### config.mk
export PLATFORM = sky130hd
export DESIGN_NAME = uvs_divider
export DESIGN_NICKNAME = d
export VERILOG_FILES = /design/src/design/uvs_pkg.sv /design/src/design/uvs_divider.sv
export SDC_FILE = /design/constraint.sdc
export NUM_CORES = 1
export LEC_CHECK = 0
export BUFFER_PORTS_ARGS = -buffer_cell sky130_fd_sc_hd__buf_2
export CAP_MARGIN = 5
export CORE_ASPECT_RATIO = 1.75
export CORE_MARGIN = 3
export CORE_UTILIZATION = 55
export CTS_BUF_LIST = sky130_fd_sc_hd__clkbuf_8
export DETAILED_ROUTE_END_ITERATION = 6
export MAX_ROUTING_LAYER = met4
export PLACE_DENSITY_LB_ADDON = 0.25
export SLEW_MARGIN = 30
export SYNTH_ARGS = -nofsm -noshare
export SYNTH_HDL_FRONTEND = slang
export SYNTH_SLANG_ARGS = --single-unit
### constraint.sdc
create_clock -name clk -period 7.72 [get_ports clk]
set_clock_uncertainty 0.05 [all_clocks]
set_input_delay 0.772 -clock clk [delete_from_list [all_inputs] [get_ports clk]]
set_output_delay 0.772 -clock clk [all_outputs]
set_load 0.005 [all_outputs]
### src/design/uvs_pkg.sv
// uvs_pkg: constants, types and arithmetic helpers for the uv sphere vertex generator
// no dependencies; used by every other file of the block
package uvs_pkg;

  localparam int unsigned CNT_W         = 11;
  localparam int unsigned IDX_W         = 11;
  localparam int unsigned RAD_W         = 16;
  localparam int unsigned FRAC_W        = 17;
  localparam int unsigned POS_W         = 17;
  localparam int unsigned NRM_W         = 16;
  localparam int unsigned CFG_IDX_W     = 2;
  localparam int unsigned CFG_DATA_W    = 16;
  localparam int unsigned NUM_W         = 27;
  localparam int unsigned PHASE_W       = 16;
  localparam int unsigned Q30_W         = 30;

  localparam logic [CNT_W-1:0] MAX_DIVISIONS = 11'd1024;

  localparam logic [RAD_W-1:0] RADIUS_RST = 16'd256;
  localparam logic [CNT_W-1:0] SLICES_RST = 11'd32;
  localparam logic [CNT_W-1:0] STACKS_RST = 11'd16;

  // register indexes of the configuration port
  typedef enum logic [CFG_IDX_W-1:0] {
    REG_RADIUS = 2'd0,
    REG_SLICES = 2'd1,
    REG_STACKS = 2'd2
  } cfg_reg_t;

  localparam int unsigned DIV_STAGES = 17;
  localparam int unsigned SC_STAGES  = 11;
  localparam int unsigned LAT        = 1 + DIV_STAGES + SC_STAGES + 4;
  localparam int unsigned TEX_DLY    = LAT - 1 - DIV_STAGES;

  localparam logic [30:0] Q30_ONE     = 31'h4000_0000;
  localparam logic [32:0] HALF_PI_Q32 = 33'd6746518852;

  // reciprocals for exact truncating division of 30-bit values
  localparam logic [31:0] RCP_42 = 32'(((64'd1 << 36) + 64'd41) / 64'd42);
  localparam logic [31:0] RCP_56 = 32'(((64'd1 << 36) + 64'd55) / 64'd56);
  localparam logic [31:0] RCP_20 = 32'(((64'd1 << 35) + 64'd19) / 64'd20);
  localparam logic [31:0] RCP_30 = 32'(((64'd1 << 35) + 64'd29) / 64'd30);
  localparam logic [31:0] RCP_6  = 32'(((64'd1 << 33) + 64'd5) / 64'd6);
  localparam logic [31:0] RCP_12 = 32'(((64'd1 << 34) + 64'd11) / 64'd12);

  typedef struct packed {
    logic [1:0] quad;
    logic       swap;
  } sc_ctl_t;

  function automatic logic [Q30_W-1:0] div_rcp(input logic [Q30_W-1:0] n,
                                                input logic [31:0] m,
                                                input int unsigned sh);
    logic [61:0] prod;
    prod = {32'd0, n} * {30'd0, m};
    return Q30_W'(prod >> sh);
  endfunction

  // q30 magnitude to q1.15 with rounding and saturation, then sign
  function automatic logic signed [NRM_W-1:0] to_q15(input logic [30:0] m, input logic neg);
    logic [16:0] r;
    logic [15:0] s;
    r = 17'((32'(m) + 32'd16384) >> 15);
    s = (r > 17'd32767) ? 16'd32767 : r[15:0];
    return neg ? -$signed(s) : $signed(s);
  endfunction

  // product scaled by 2^-15, rounded half away from zero
  function automatic logic signed [18:0] rnd15(input logic signed [33:0] p);
    logic [33:0] mag;
    logic [18:0] r;
    mag = p[33] ? 34'(-p) : 34'(p);
    r = 19'((mag + 34'd16384) >> 15);
    return p[33] ? -$signed(r) : $signed(r);
  endfunction

endpackage

### src/design/uvs_divider.sv
// uvs_divider: pipelined restoring divider, one quotient bit per stage
// depends on uvs_pkg; the user must keep the divisor static while items are in flight
module uvs_divider
  import uvs_pkg::*;
(
  input  logic              clk,
  input  logic              en,
  input  logic [NUM_W-1:0]  num,
  input  logic [CNT_W-1:0]  den,
  output logic [FRAC_W-1:0] quo
);

  logic [CNT_W-1:0]  rem_r [DIV_STAGES];
  logic [FRAC_W-1:0] wrk_r [DIV_STAGES];

  for (genvar k = 0; k < DIV_STAGES; k++) begin : g_stage
    logic [CNT_W-1:0]  rem_in;
    logic [FRAC_W-1:0] wrk_in;
    logic [CNT_W:0]    trial;
    logic              ge;
    logic [CNT_W-1:0]  rem_nxt;
    logic [FRAC_W-1:0] wrk_nxt;

    if (k == 0) begin : g_first
      // the top bits of the numerator are always below the divisor
      assign rem_in = CNT_W'(num[NUM_W-1:FRAC_W]);
      assign wrk_in = num[FRAC_W-1:0];
    end else begin : g_next
      assign rem_in = rem_r[k-1];
      assign wrk_in = wrk_r[k-1];
    end

    always_comb begin
      trial   = {rem_in, wrk_in[FRAC_W-1]};
      ge      = trial >= {1'b0, den};
      rem_nxt = ge ? CNT_W'(trial - {1'b0, den}) : trial[CNT_W-1:0];
      wrk_nxt = {wrk_in[FRAC_W-2:0], ge};
    end

    always_ff @(posedge clk) begin
      if (en) begin
        rem_r[k] <= rem_nxt;
        wrk_r[k] <= wrk_nxt;
      end
    end
  end

  assign quo = wrk_r[DIV_STAGES-1];

endmodule

---- Yosys cells after proc, flatten, opt, wreduce, memory -nomap -nowiden ----
Memory sizes are Yosys's and may differ from the RTL's.
Index checks and enable logic that the tools add are counted.
cells by class
  $lt $le $gt $ge ......................... 17
  add/sub/neg operators ................... 17
  multiplexer cells ....................... 19
operators by type and width
  operator                        count
  >= comparator 12 x 11 -> 1 bit  16
  2-to-1 mux 11 bit               17
  subtractor 11 bit               17
  >= comparator 11 bit            1
  2-to-1 mux 1 bit                2
storage, ports and cells
  word-level logic and storage cells ...... 55
  bits of input ports ..................... 40
  bits in writable memories ............... 476
  memories kept ........................... 2
  output and inout port bits .............. 17
  bits in registers ....................... 0
memory list
  memory  words  bits a word  read ports  clocked after Yosys merged registers in  write ports  line               RTL
  wrk_r   17     17           17          0                                        17           uvs_divider.sv:14  logic [FRAC_W-1:0] wrk_r [DIV_STAGES];
  rem_r   17     11           16          0                                        17           uvs_divider.sv:13  logic [CNT_W-1:0] rem_r [DIV_STAGES];

---- Depth between registers and ports, before layout ----
Gate-level depths: netlist of run 1.
An unclocked memory read counts as a cell.
  depth in word-level cells ............... 3
  mapped depth ............................ 10
  gate-level depth less buffers ........... 10

---- Worst setup path after synthesis of run 1 ----
Ideal clock, no wire load.
  path kind ............................... input -> register
  from .................................... input den[4]
  to ...................................... memory rem_r[0][3] (data pin)
  data required time ...................... 7.410 ns
  setup time .............................. 0.260 ns
  slack ................................... 4.638 ns
  arrival time ............................ 2.771 ns
  path buffers ............................ 1
  stages .................................. 9
  cells stage by stage .................... inv_1 > ha_1 > a21o_1 > a31o_2 > a21oi_1 > o21ai_1 > a21oi_2 > buf_6 > mux2_4
RTL lines
  item         line               RTL
  from (decl)  uvs_divider.sv:9   input logic [CNT_W-1:0] den,
  to (decl)    uvs_divider.sv:13

==> results of run 1 <==
-- sequential cells by signal (all words and copies together) (netlist names) --
signal / flops
rem_r: 176
wrk_r: 289
-- cell families (layout without fill, tap and decap cells) --
family / Yosys count / after routing
simple gates: 410 / 410
compound gates: 421 / 421
other cells: 0 / 2
fa+ha+maj: 203 / 203
buf+inv: 103 / 276
flops: 465 / 465
mux: 180 / 180
xor+xnor: 76 / 76
-- Yosys cell counts (7+ instances only) --
cell type  instances
ha_1             187
a211oi_1           7
nor3_1            23
mux2i_1           39
a21boi_0          15
o21a_1            31
a21o_1            22
inv_1             85
xor2_1             9
nand2b_1          42
nand2_1           69
mux2_2           129
fa_1              16
a21oi_1          134
or2_2              7
or3_1             18
nand4_1           25
o2111ai_1         26
a31oi_1           11
o31ai_1            7
o211ai_1          16
nor2b_1           47
o21ai_2           11
mux2_4            12
xnor2_1           67
buf_6              8
o41ai_2           11
nand3b_1          16
nand3_1           21
edfxtp_1         465
o21ai_1           10
o21ai_0           73
nor2_1           106
buf_4              8
or4_1             13
o22ai_1            9
-- area by class of cell --
cell class	count	area (sq um)
Clock buffer	69	950
Timing Repair Buffer	77	462
Clock inverter	45	228
Tap cell	572	716
Inverter	85	319
Antenna cell	2	5.00
Multi-Input combinational cell	1290	10300
Fill cell	3537	17400
Sequential cell	465	14000
-- report_power, final --
group          leakage (nW)  switching (W)  internal [W]
Clock                 0.677       0.000901      0.000867
Combinational          5.23        0.00217       0.00206
Sequential             4.52       0.000320       0.00362
-- how the worst max path moves through the flow --
stage,from,endpoint,slack [ps],cells after the start
after global placement,den[1],rem_r[0][134],3650,10
after floorplan,den[4],rem_r[0][3],4640,9
after global routing,den[1],rem_r[0][97],4240,11
after detailed placement,den[1],rem_r[0][148],3730,10
after CTS,den[1],rem_r[0][148],4370,10
final,den[1],rem_r[0][157],4440,11
-- placed cells by master, fill, tap and decap left out, types with 6 or more instances in the layout --
cell / instances
a21oi_1: 134
nor2b_1: 47
nand4_1: 25
clkbuf_8: 69
buf_4: 18
clkinv_1: 13
a31oi_1: 11
fa_1: 16
clkinv_2: 9
o2111ai_1: 26
o211ai_1: 16
nand3_1: 21
o21ai_2: 15
or2_2: 7
o21ai_0: 73
edfxtp_1: 465
ha_1: 187
mux2_2: 129
nor2_1: 106
a21boi_0: 15
a21o_1: 22
buf_2: 56
nand2_1: 69
nor3_1: 23
o22ai_1: 9
or4_1: 13
inv_1: 103
a211o_1: 6
xnor2_1: 67
o21ai_1: 6
nand2b_1: 42
a211oi_1: 7
o31ai_1: 7
nand3b_1: 16
o41ai_2: 11
mux2_4: 12
xor2_1: 9
mux2i_1: 39
or3_1: 18
o21a_1: 31
-- routing by layer --
layer  track usage (%)  up-vias  share of wire (%)
li1                  -     7460                  -
met1              22.3     7431                 36
met2              40.0      383                 54
met3              3.69      171                4.3
met4              12.0        0                5.7
met5                 -        -                  0
-- worst max-delay path: stages --
cell and delay (ps):
buf_2 70, buf_4 420, inv_1 200, buf_4 290
ha_1 340, nand4_1 100, a31oi_1 270, o2111ai_1 170
o211ai_1 290, buf_2 300, mux2_2 360
-- metrics by stage --
stage / std cells / utilization [%] / total power, W / area, sq um / hold slack [ps]
3_5_place_dp: 2489 / 58.0 / 0.00816 / 25800 / 355
5_1_grt: 2605 / 60.7 / 0.0106 / 27000 / 236
3_3_place_gp: 2487 / 58.0 / 0.00799 / 25700 / 350
4_1_cts: 2603 / 60.7 / 0.0100 / 26900 / 213
2_1_floorplan: 1858 / - / 0.00722 / 24700 / 350
6_report: 2605 / 60.7 / 0.00994 / 27000 / 275
==> out/results.txt, run 1 <==
worst hold start: num[15]
largest net degree at the start of global routing: 148
Area growth syn-to-layout: 9.03%
Pwr Density: 369 nW/um^2
post-route ant nets: 0
Synth Area in Compound Gates: 11.3%
gp weighted congestion: 0.884
period utilization: 42.5%
hpwl dp: 34100 microns
crit path kind: primary input to flop
mapped cell area: 24700 sq um
fin worst setup slack: 4440 ps
hold crit path type: primary input to flop
worst r2r src: wrk_r[0][135]
CP Capture Type: flop
Via density: 5.93
largest family of logic cells by synthesized area: compound AO/OA/AOI/OAI gates
crit path time final: 3280 ps
vias: 15445
drt total wl: 50900 microns
multiplexer share of the synthesized area: 8.18%
drc violations: 0
clk_lat worst skew: 630 ps
Post-synth ARST share: 0%
main flop type after synthesis: edfxtp_1
Clk pin slew, worst setup/hold paths: 70 ps
internal reg-to-reg setup slack: 4760 ps
Clock Tree Root: clkbuf_8
Initial Util: 55.7%
Lkg Pwr: 10.4 nW
GRT Resource Usage Total: 21.9%
MaxCap Viol Count: 0
crit path DAT: 3610 ps
hold-fix buffer count after cts: 0
chip width: 166 microns
Min-Delay Path Depth: 1
H-tree depth: 3
initial antenna violation count: 2
router iterations before antenna repair: 5
pre-CTS setup slack: 3730 ps
library cells used by synthesis: 60
height of the die: 287 microns
post-CTS sizing: 0
post-synthesis adder-cell area fraction: 10.8%
Yosys top cell by area: edfxtp_1
Hold EP: wrk_r[0][16]
Seq/Total Area, Yosys: 56.4%
maximum fanout along the worst path: 16
Worst Tran Pin Value: 957 ps
Critical Path RT: 8050 ps
number of flops mapped to enable cells by yosys: 465
CTS Buf Count: 67
xor-xnor portion of the synthesized cell area: 2.69%
total number of yosys warnings: 0
Fin. Hold Viols: 0
largest cells by area after synthesis: edfxtp_1, ha_1, mux2_2
grt ovf: 0
Synth Area in Simple Gates: 8.66%
Die ar.: 47700 sq um
TNS Setup: 0 ps
CTS tree: yes
clock sinks: 465
RSZ-0062 raised after global routing: no
Peak Freq: 0.305 GHz
worst-case clock buffer depth: 3
Core Rows: 102
Post-CTS Setup Inserts: 0
drt first-iter violations: 881
Slew HR: 36.2%
outcome: finished, final reports clean
reg2reg end: rem_r[0][98]
Finish-stage setup viols: 0
reg2reg path depth: 9
Post-Syn Area per Cell: 13.3 sq um
#FFs+latches synth: 465
first-pass GRT wire length: 80700 microns
WL/cell: 19.5 microns
Mapped Nets: 2101
synthesized instance count: 1858
Final #Nets: 2229
CORE AREA: 44400 sq um
IO buf count: 56
Setup crit start kind: primary input
area fraction of the dominant cell type after synthesis: 56.4%
I/O pin count: 57
vias in the first global route: 16061
fraction of layout cells with a size suffix above 1: 16.8%
fin. max-slew vios: 0
Peak supply drop: 0.000244 V
Power figures use the tool's default switching activity.
==> run 2: changes to the inputs <==
- ABC_AREA: unset -> 1
- clock period: 7.72 -> 3.1 ns (I/O delays scaled with it)
==> run 2 against run 1 <==
Effect of this change:
- synthesized cell count rose by 61%
- core utilization rose by 0.84 points
- cell count rose by 49%
- area after synthesis rose by 16%
- setup slack got worse by 3500 ps
- hold slack got worse by 160 ps
- global-route usage rose by 3.4 points
- largest power group unchanged
- highest routed layer unchanged
==> out/results.txt, run 2 <==
hpwl dp: 48100 microns (was 34100 microns)
Min-Delay Path Depth: 3 (was 1)
reg2reg path depth: 10 (was 9)
H-tree depth: 3 (unchanged)
commonest non-fill, non-tap cell in the layout: nand2_1 (was edfxtp_1)
fin. max-slew vios: 0 (unchanged)
post-route ant nets: 0 (unchanged)
Area growth syn-to-layout: 10.4% (was 9.03%)
Initial Util: 55.8% (was 55.7%)
library cells used by synthesis: 35 (was 60)
register area: 14000 sq um (unchanged)
most frequent cell after synthesis: nand2_1 (was edfxtp_1)
Pwr Density: 878 nW/um^2 (was 369 nW/um^2)
fraction of layout cells with a size suffix above 1: 17.5% (was 16.8%)
Final #Nets: 3408 (was 2229)
internal reg-to-reg setup slack: 890 ps (was 4760 ps)
Worst Tran Pin Value: 853 ps (was 957 ps)
top flop regs: wrk_r x289, rem_r x176 (unchanged)
Finish-stage setup viols: 0 (unchanged)
post-CTS sizing: 0 (unchanged)
drc violations: 0 (unchanged)
Peak supply drop: 0.000445 V (was 0.000244 V)
first-pass GRT wire length: 106000 microns (was 80700 microns)
MaxCap Viol Count: 0 (unchanged)
total number of yosys warnings: 0 (unchanged)
mapped cell area: 28700 sq um (was 24700 sq um)
worst r2r src: wrk_r[1][84] (was wrk_r[0][135])
vias in the first global route: 21339 (was 16061)
Core Rows: 110 (was 102)
Hold Slack: 111 ps (was 275 ps)
clock sinks: 465 (unchanged)
Setup crit start kind: flop (was primary input)
WL/cell: 16.9 microns (was 19.5 microns)
design area: 31700 sq um (was 27000 sq um)
CTS Buf Count: 70 (was 67)
synthesized instance count: 2990 (was 1858)
area fraction of the dominant cell type after synthesis: 48.6% (was 56.4%)
period utilization: 71.3%
Yosys top cell by area: edfxtp_1 (unchanged)
Lkg Pwr: 14.4 nW (was 10.4 nW)
Hold EP: rem_r[0][0] (was wrk_r[0][16])
worst hold start: num[16] (was num[15])
clk_lat worst skew: 650 ps (was 630 ps)
I/O pin count: 57 (unchanged)
Critical Path RT: 3420 ps (was 8050 ps)
Slew HR: 43.1% (was 36.2%)
RSZ-0062 raised after global routing: no (unchanged)
most frequent cells in the layout: nand2_1, edfxtp_1, inv_1 (was edfxtp_1, ha_1, a21oi_1)
multi-input logic area: 12700 sq um (was 10300 sq um)
CP Capture Type: flop (unchanged)
Peak Freq: 0.452 GHz
IO buf count: 56 (unchanged)
crit path kind: flop to flop (was primary input to flop)
crit path time final: 2210 ps
pre-CTS setup slack: 546 ps (was 3730 ps)
vias: 20820 (was 15445)
CTS tree: yes (unchanged)
main flop type after synthesis: edfxtp_1 (unchanged)
Placed Cells: 3739 (was 2489)
router iterations before antenna repair: 5 (unchanged)
reg2reg end: rem_r[0][144] (was rem_r[0][98])
initial antenna violation count: 1 (was 2)
largest cells by area after synthesis: edfxtp_1, nand2_1, ha_1 (was edfxtp_1, ha_1, mux2_2)
Reg with most FFs: wrk_r (unchanged)
CORE AREA: 51500 sq um (was 44400 sq um)
gp weighted congestion: 0.976 (was 0.884)
drt total wl: 65700 microns (was 50900 microns)
Placement Cell Area: 30100 sq um (was 25800 sq um)
Die ar.: 55100 sq um (was 47700 sq um)
Synth top cells by count: nand2_1, edfxtp_1, inv_1, ha_1, nand4_1 (was edfxtp_1, ha_1, a21oi_1, mux2_2, nor2_1)
grt ovf: 0 (unchanged)
number of flops mapped to enable cells by yosys: 465 (unchanged)
Seq/Total Area, Yosys: 48.6% (was 56.4%)
maximum fanout along the worst path: 17 (was 16)
Fin. Hold Viols: 0 (unchanged)
Post-Syn Area per Cell: 9.60 sq um (was 13.3 sq um)
hold crit path type: primary input to flop (unchanged)
final cell count without fillers: 3887 (was 2605)
TNS Setup: 0 ps (unchanged)
Fillers: 4396 (was 3537)
number of flip-flops under the largest register name: 289 (unchanged)
GRT Resource Usage Total: 25.3% (was 21.9%)
Clk pin slew, worst setup/hold paths: 70 ps (about the same)
Post-synth ARST share: 0% (unchanged)
Via density: 5.36 (was 5.93)
Clock Tree Root: clkbuf_8 (unchanged)
height of the die: 308 microns (was 287 microns)
chip width: 179 microns (was 166 microns)
drt first-iter violations: 1183 (was 881)
crit path DAT: 2540 ps (was 3610 ps)
Mapped Nets: 3233 (was 2101)
worst-case clock buffer depth: 3 (unchanged)
#FFs+latches synth: 465 (unchanged)
largest net degree at the start of global routing: 96 (was 148)
fin worst setup slack: 888 ps (was 4440 ps)
outcome: finished, final reports clean (unchanged)
-- run 2: cell types whose count changed in the layout (fill, tap and decap cells not counted), sizes merged, moves of 39 or more --
cell,change
a21oi,-66
nor2,+73
nand4,+129
inv,+362
nor2b,-47
nand3b,+45
mux2i,-39
mux2,-141
xnor2,-52
nand2,+913
nand3,+221
nand2b,-42
-- run 2: through the flow --
step,total power [W],util (%)
after floorplan,0.0203,-
after global placement,0.0228,58.6
after detailed placement,0.0231,58.6
after CTS,0.0280,61.6
after global routing,0.0301,61.6
final,0.0278,61.6
-- run 2: cell type report --
cell class / count / area share, %
diodes: 1 / 0.00790
clock buffers: 71 / 3.08
clock inverters: 50 / 0.971
inverters: 444 / 5.26
multi-input cells: 2049 / 40.0
flip-flops and latches: 465 / 44.1
well taps: 672 / 2.65
repair buffers: 135 / 3.94
-- run 2: where the power goes --
part / internal, W / switching [W]
sequential: 0.00903 / 0.000883
combinational: 0.00481 / 0.00836
clock: 0.00240 / 0.00235
total: 0.0162 / 0.0116
-- run 2: per-layer routing --
metal | track usage, % | routed length, microns | vias to the layer above
met3 | 3.01 | 2320 | 196
met1 | 26.7 | 24800 | 9745
li1 | - | - | 10405
met4 | 13.3 | 3460 | 0
met5 | - | 0 | -
met2 | 45.5 | 35200 | 474
-- run 2: how the worst max path moves through the flow --
stage	from	end	slack, ps	cells after the start
floorplan	den[2]	rem_r[0][9]	990	14
global placement	den[0]	rem_r[0][20]	630	11
detailed placement	den[3]	rem_r[0][35]	550	10
CTS	wrk_r[1][84]	rem_r[0][144]	860	9
global route	wrk_r[1][84]	rem_r[0][144]	700	9
finish	wrk_r[1][84]	rem_r[0][144]	890	10
-- run 2: kinds of logic after synthesis --
logic type / after synthesis / share of synthesized area (%)
AND/OR/NAND/NOR: 1650 / 29.9
buffers and inverters: 476 / 7.17
flip-flops: 465 / 48.6
adder cells (fa/ha/maj): 203 / 9.27
AO/OA/AOI/OAI: 147 / 3.49
XOR/XNOR: 49 / 1.50
-- run 2: timing repair --
item	CTS	global route
setup buffers	0	0
hold buffers	26	0
hold endpoints to repair	26	0
setup endpoints to repair	0	0
-- run 2: worst max-delay path: stages (launching register included) --
cell and delay (ps):
edfxtp_1 460, inv_1 110, ha_1 190, fa_1 210, inv_1 70, nand3_1 80, nand3_2 140, nand2_4 120
nand4_4 270, nand2_1 130, o21ai_0 110
==> run 3: changes to the inputs <==
- ABC_AREA: 1 -> 0
- clock period: 3.1 -> 2.1 ns (I/O delays scaled with it)
==> run 3 against run 2 <==
Effect of this change:
- the run now ends with negative setup slack left
- non-clock buffer count increased by 535
- count of clock-buffer cells in the layout down 2
- critical endpoint is now rem_r[0][148]
- register-to-register slack lost 1300 ps
- via count is 13% lower
- critical path type unchanged
==> out/results.txt, run 3 (synthesized netlist as in run 1, its figures left out) <==
Area growth syn-to-layout: 36.2% (was 10.4%)
maximum fanout along the worst path: 4 (was 17)
Finish-stage setup viols: 177 (was 0)
design area: 33700 sq um (was 31700 sq um)
post-route ant nets: 0 (unchanged)
Peak supply drop: 0.000798 V (was 0.000445 V)
CTS Buf Count: 69 (was 70)
period utilization: 121% (was 71.3%)
drt first-iter violations: 1027 (was 1183)
clk_lat worst skew: 630 ps (was 650 ps)
router iterations before antenna repair: 7 (was 5)
fin worst setup slack: -440 ps (was 888 ps)
Initial Util: 55.7% (was 55.8%)
crit path time final: 2540 ps (was 2210 ps)
Via density: 5.68 (was 5.36)
IO buf count: 56 (unchanged)
CTS tree: yes (unchanged)
vias: 18208 (was 20820)
first-pass GRT wire length: 94500 microns (was 106000 microns)
crit path DAT: 2840 ps (was 2540 ps)
Fillers: 2780 (was 4396)
Core Util, Final: 75.8% (was 61.6%)
Pwr Density: 1380 nW/um^2 (was 878 nW/um^2)
hpwl dp: 42000 microns (was 48100 microns)
failing checks: negative setup slack
top flop regs: wrk_r x289, rem_r x176 (unchanged)
Lkg Pwr: 14.2 nW (was 14.4 nW)
slowest CP cell: edfxtp_1 (unchanged)
total chip power: 0.0465 W (was 0.0278 W)
drc violations: 0 (unchanged)
Max stage delay on crit path: 460 ps (about the same)
vias in the first global route: 19122 (was 21339)
CP Capture Type: flop (unchanged)
Slew HR: 64.0% (was 43.1%)
Final #Nets: 2824 (was 3408)
Setup crit start kind: flop (unchanged)
MaxCap Viol Count: 0 (unchanged)
pre-CTS setup slack: -768 ps (was 546 ps)
GRT Resource Usage Total: 25.6% (was 25.3%)
crit path kind: flop to flop (unchanged)
grt ovf: 0 (unchanged)
Crit path max-delay family: adder cells (was simple AND/OR/NAND/NOR gates)
worst-case clock buffer depth: 3 (unchanged)
height of the die: 287 microns (was 308 microns)
Fin. Hold Viols: 0 (unchanged)
CORE AREA: 44400 sq um (was 51500 sq um)
chip width: 166 microns (was 179 microns)
drt total wl: 62000 microns (was 65700 microns)
initial antenna violation count: 1 (unchanged)
commonest non-fill, non-tap cell in the layout: buf_4 (was nand2_1)
hold crit path type: primary input to flop (unchanged)
largest net degree at the start of global routing: 94 (was 96)
number of flip-flops under the largest register name: 289 (unchanged)
Die ar.: 47700 sq um (was 55100 sq um)
fraction of layout cells with a size suffix above 1: 40.3% (was 17.5%)
internal reg-to-reg setup slack: -440 ps (was 890 ps)
gp weighted congestion: 0.945 (was 0.976)
fin. max-slew vios: 0 (unchanged)
RSZ-0062 raised after global routing: yes (was no)
outcome: finished with violations (was finished, final reports clean)
Peak Freq: 0.394 GHz (was 0.452 GHz)
Placement Cell Area: 30100 sq um (about the same)
Critical Path RT: 2400 ps (was 3420 ps)
I/O pin count: 57 (unchanged)
WP buf/inv: 2 (unchanged)
WL/cell: 19.4 microns (was 16.9 microns)
CP Cell Sequence: inv_2 -> ha_4 -> fa_2 -> nor2b_1 -> o21ai_1 -> nand3_1 -> a21oi_2 -> o31ai_4 -> buf_4 -> mux2_4 (was inv_1 -> ha_1 -> fa_1 -> inv_1 -> nand3_1 -> nand3_2 -> nand2_4 -> nand4_4 -> nand2_1 -> o21ai_0)
Reg with most FFs: wrk_r (unchanged)
clock sinks: 465 (unchanged)
most frequent cells in the layout: buf_4, edfxtp_1, ha_1 (was nand2_1, edfxtp_1, inv_1)
Worst Tran Pin Value: 541 ps (was 853 ps)
Clock Tree Root: clkbuf_8 (unchanged)
Core Rows: 102 (was 110)
H-tree depth: 3 (unchanged)
Clk pin slew, worst setup/hold paths: 60 ps (was 70 ps)
run 3: cell types whose count changed in the layout (fill, tap and decap cells not counted), sizes merged, moves of 31 or more:
cell and delta:
a21oi +66, inv -372, nor2b +47, nor2 -73
buf +529, o21a +31, xnor2 +52, nand3 -221
nand4 -129, mux2 +141, nand2 -913, mux2i +39
nand3b -45, nand2b +42
run 3: path summary, 6_finish.rpt:
kind | startpoint | to | depth (start not counted)
setup / recovery | wrk_r[1][84] | rem_r[0][148] | 10
hold / removal | num[16] | rem_r[0][0] | 4
setup reg to reg | wrk_r[1][84] | rem_r[0][148] | 10
hold reg to reg | wrk_r[0][40] | wrk_r[0][58] | 0
run 3: power by group:
group	switching, W	internal (W)
sequential	0.00126	0.0133
combinational	0.0102	0.0140
clock	0.00351	0.00420
run 3: routing by layer:
layer | wire length, microns | vias to the layer above | track usage (%)
met1 | 21600 | 8812 | 25.0
met2 | 33900 | 471 | 48.1
met5 | 0 | - | -
li1 | - | 8646 | -
met4 | 4300 | 0 | 15.4
met3 | 2190 | 279 | 3.22
run 3: cell type report:
cell class                 count  area, sq um  share of cell area [%]
multi-input combinational   1290        11600                    34.5
tap                          572          716                    2.12
antenna                        1         2.50                 0.00743
clock inverter                51          465                    1.38
inverter                      85          342                    1.01
clock buffer                  69          950                    2.82
timing repair buffer         670         5640                    16.7
sequential                   465        14000                    41.5
run 3: metrics by stage:
stage	TNS, ps	cells	hold WS, ps
after floorplan	-34370	1858	259
after CTS	-45430	3172	71.2
final	-44190	3203	123
after global placement	-107080	2994	336
after detailed placement	-114890	2994	339
after global routing	-62350	3203	126
run 3: timing repair:
| item | in CTS | in global routing |
|---|---|---|
| endpoints found under the hold margin | 36 | 0 |
| resized for setup | 186 | 152 |
| hold buffers | 27 | 0 |
| gates cloned | 6 | 3 |
| buffers inserted | 27 | 32 |
| endpoints found under the setup margin | 174 | 184 |
| pin swaps | 49 | 56 |
run 3: worst register-to-register path, stage by stage, from the launching register on:
cell and delay [ps]:
edfxtp_1 460, inv_2 80, ha_4 170, fa_2 340
nor2b_1 120, o21ai_1 100, nand3_1 110, a21oi_2 80
o31ai_4 290, buf_4 200, mux2_4 300
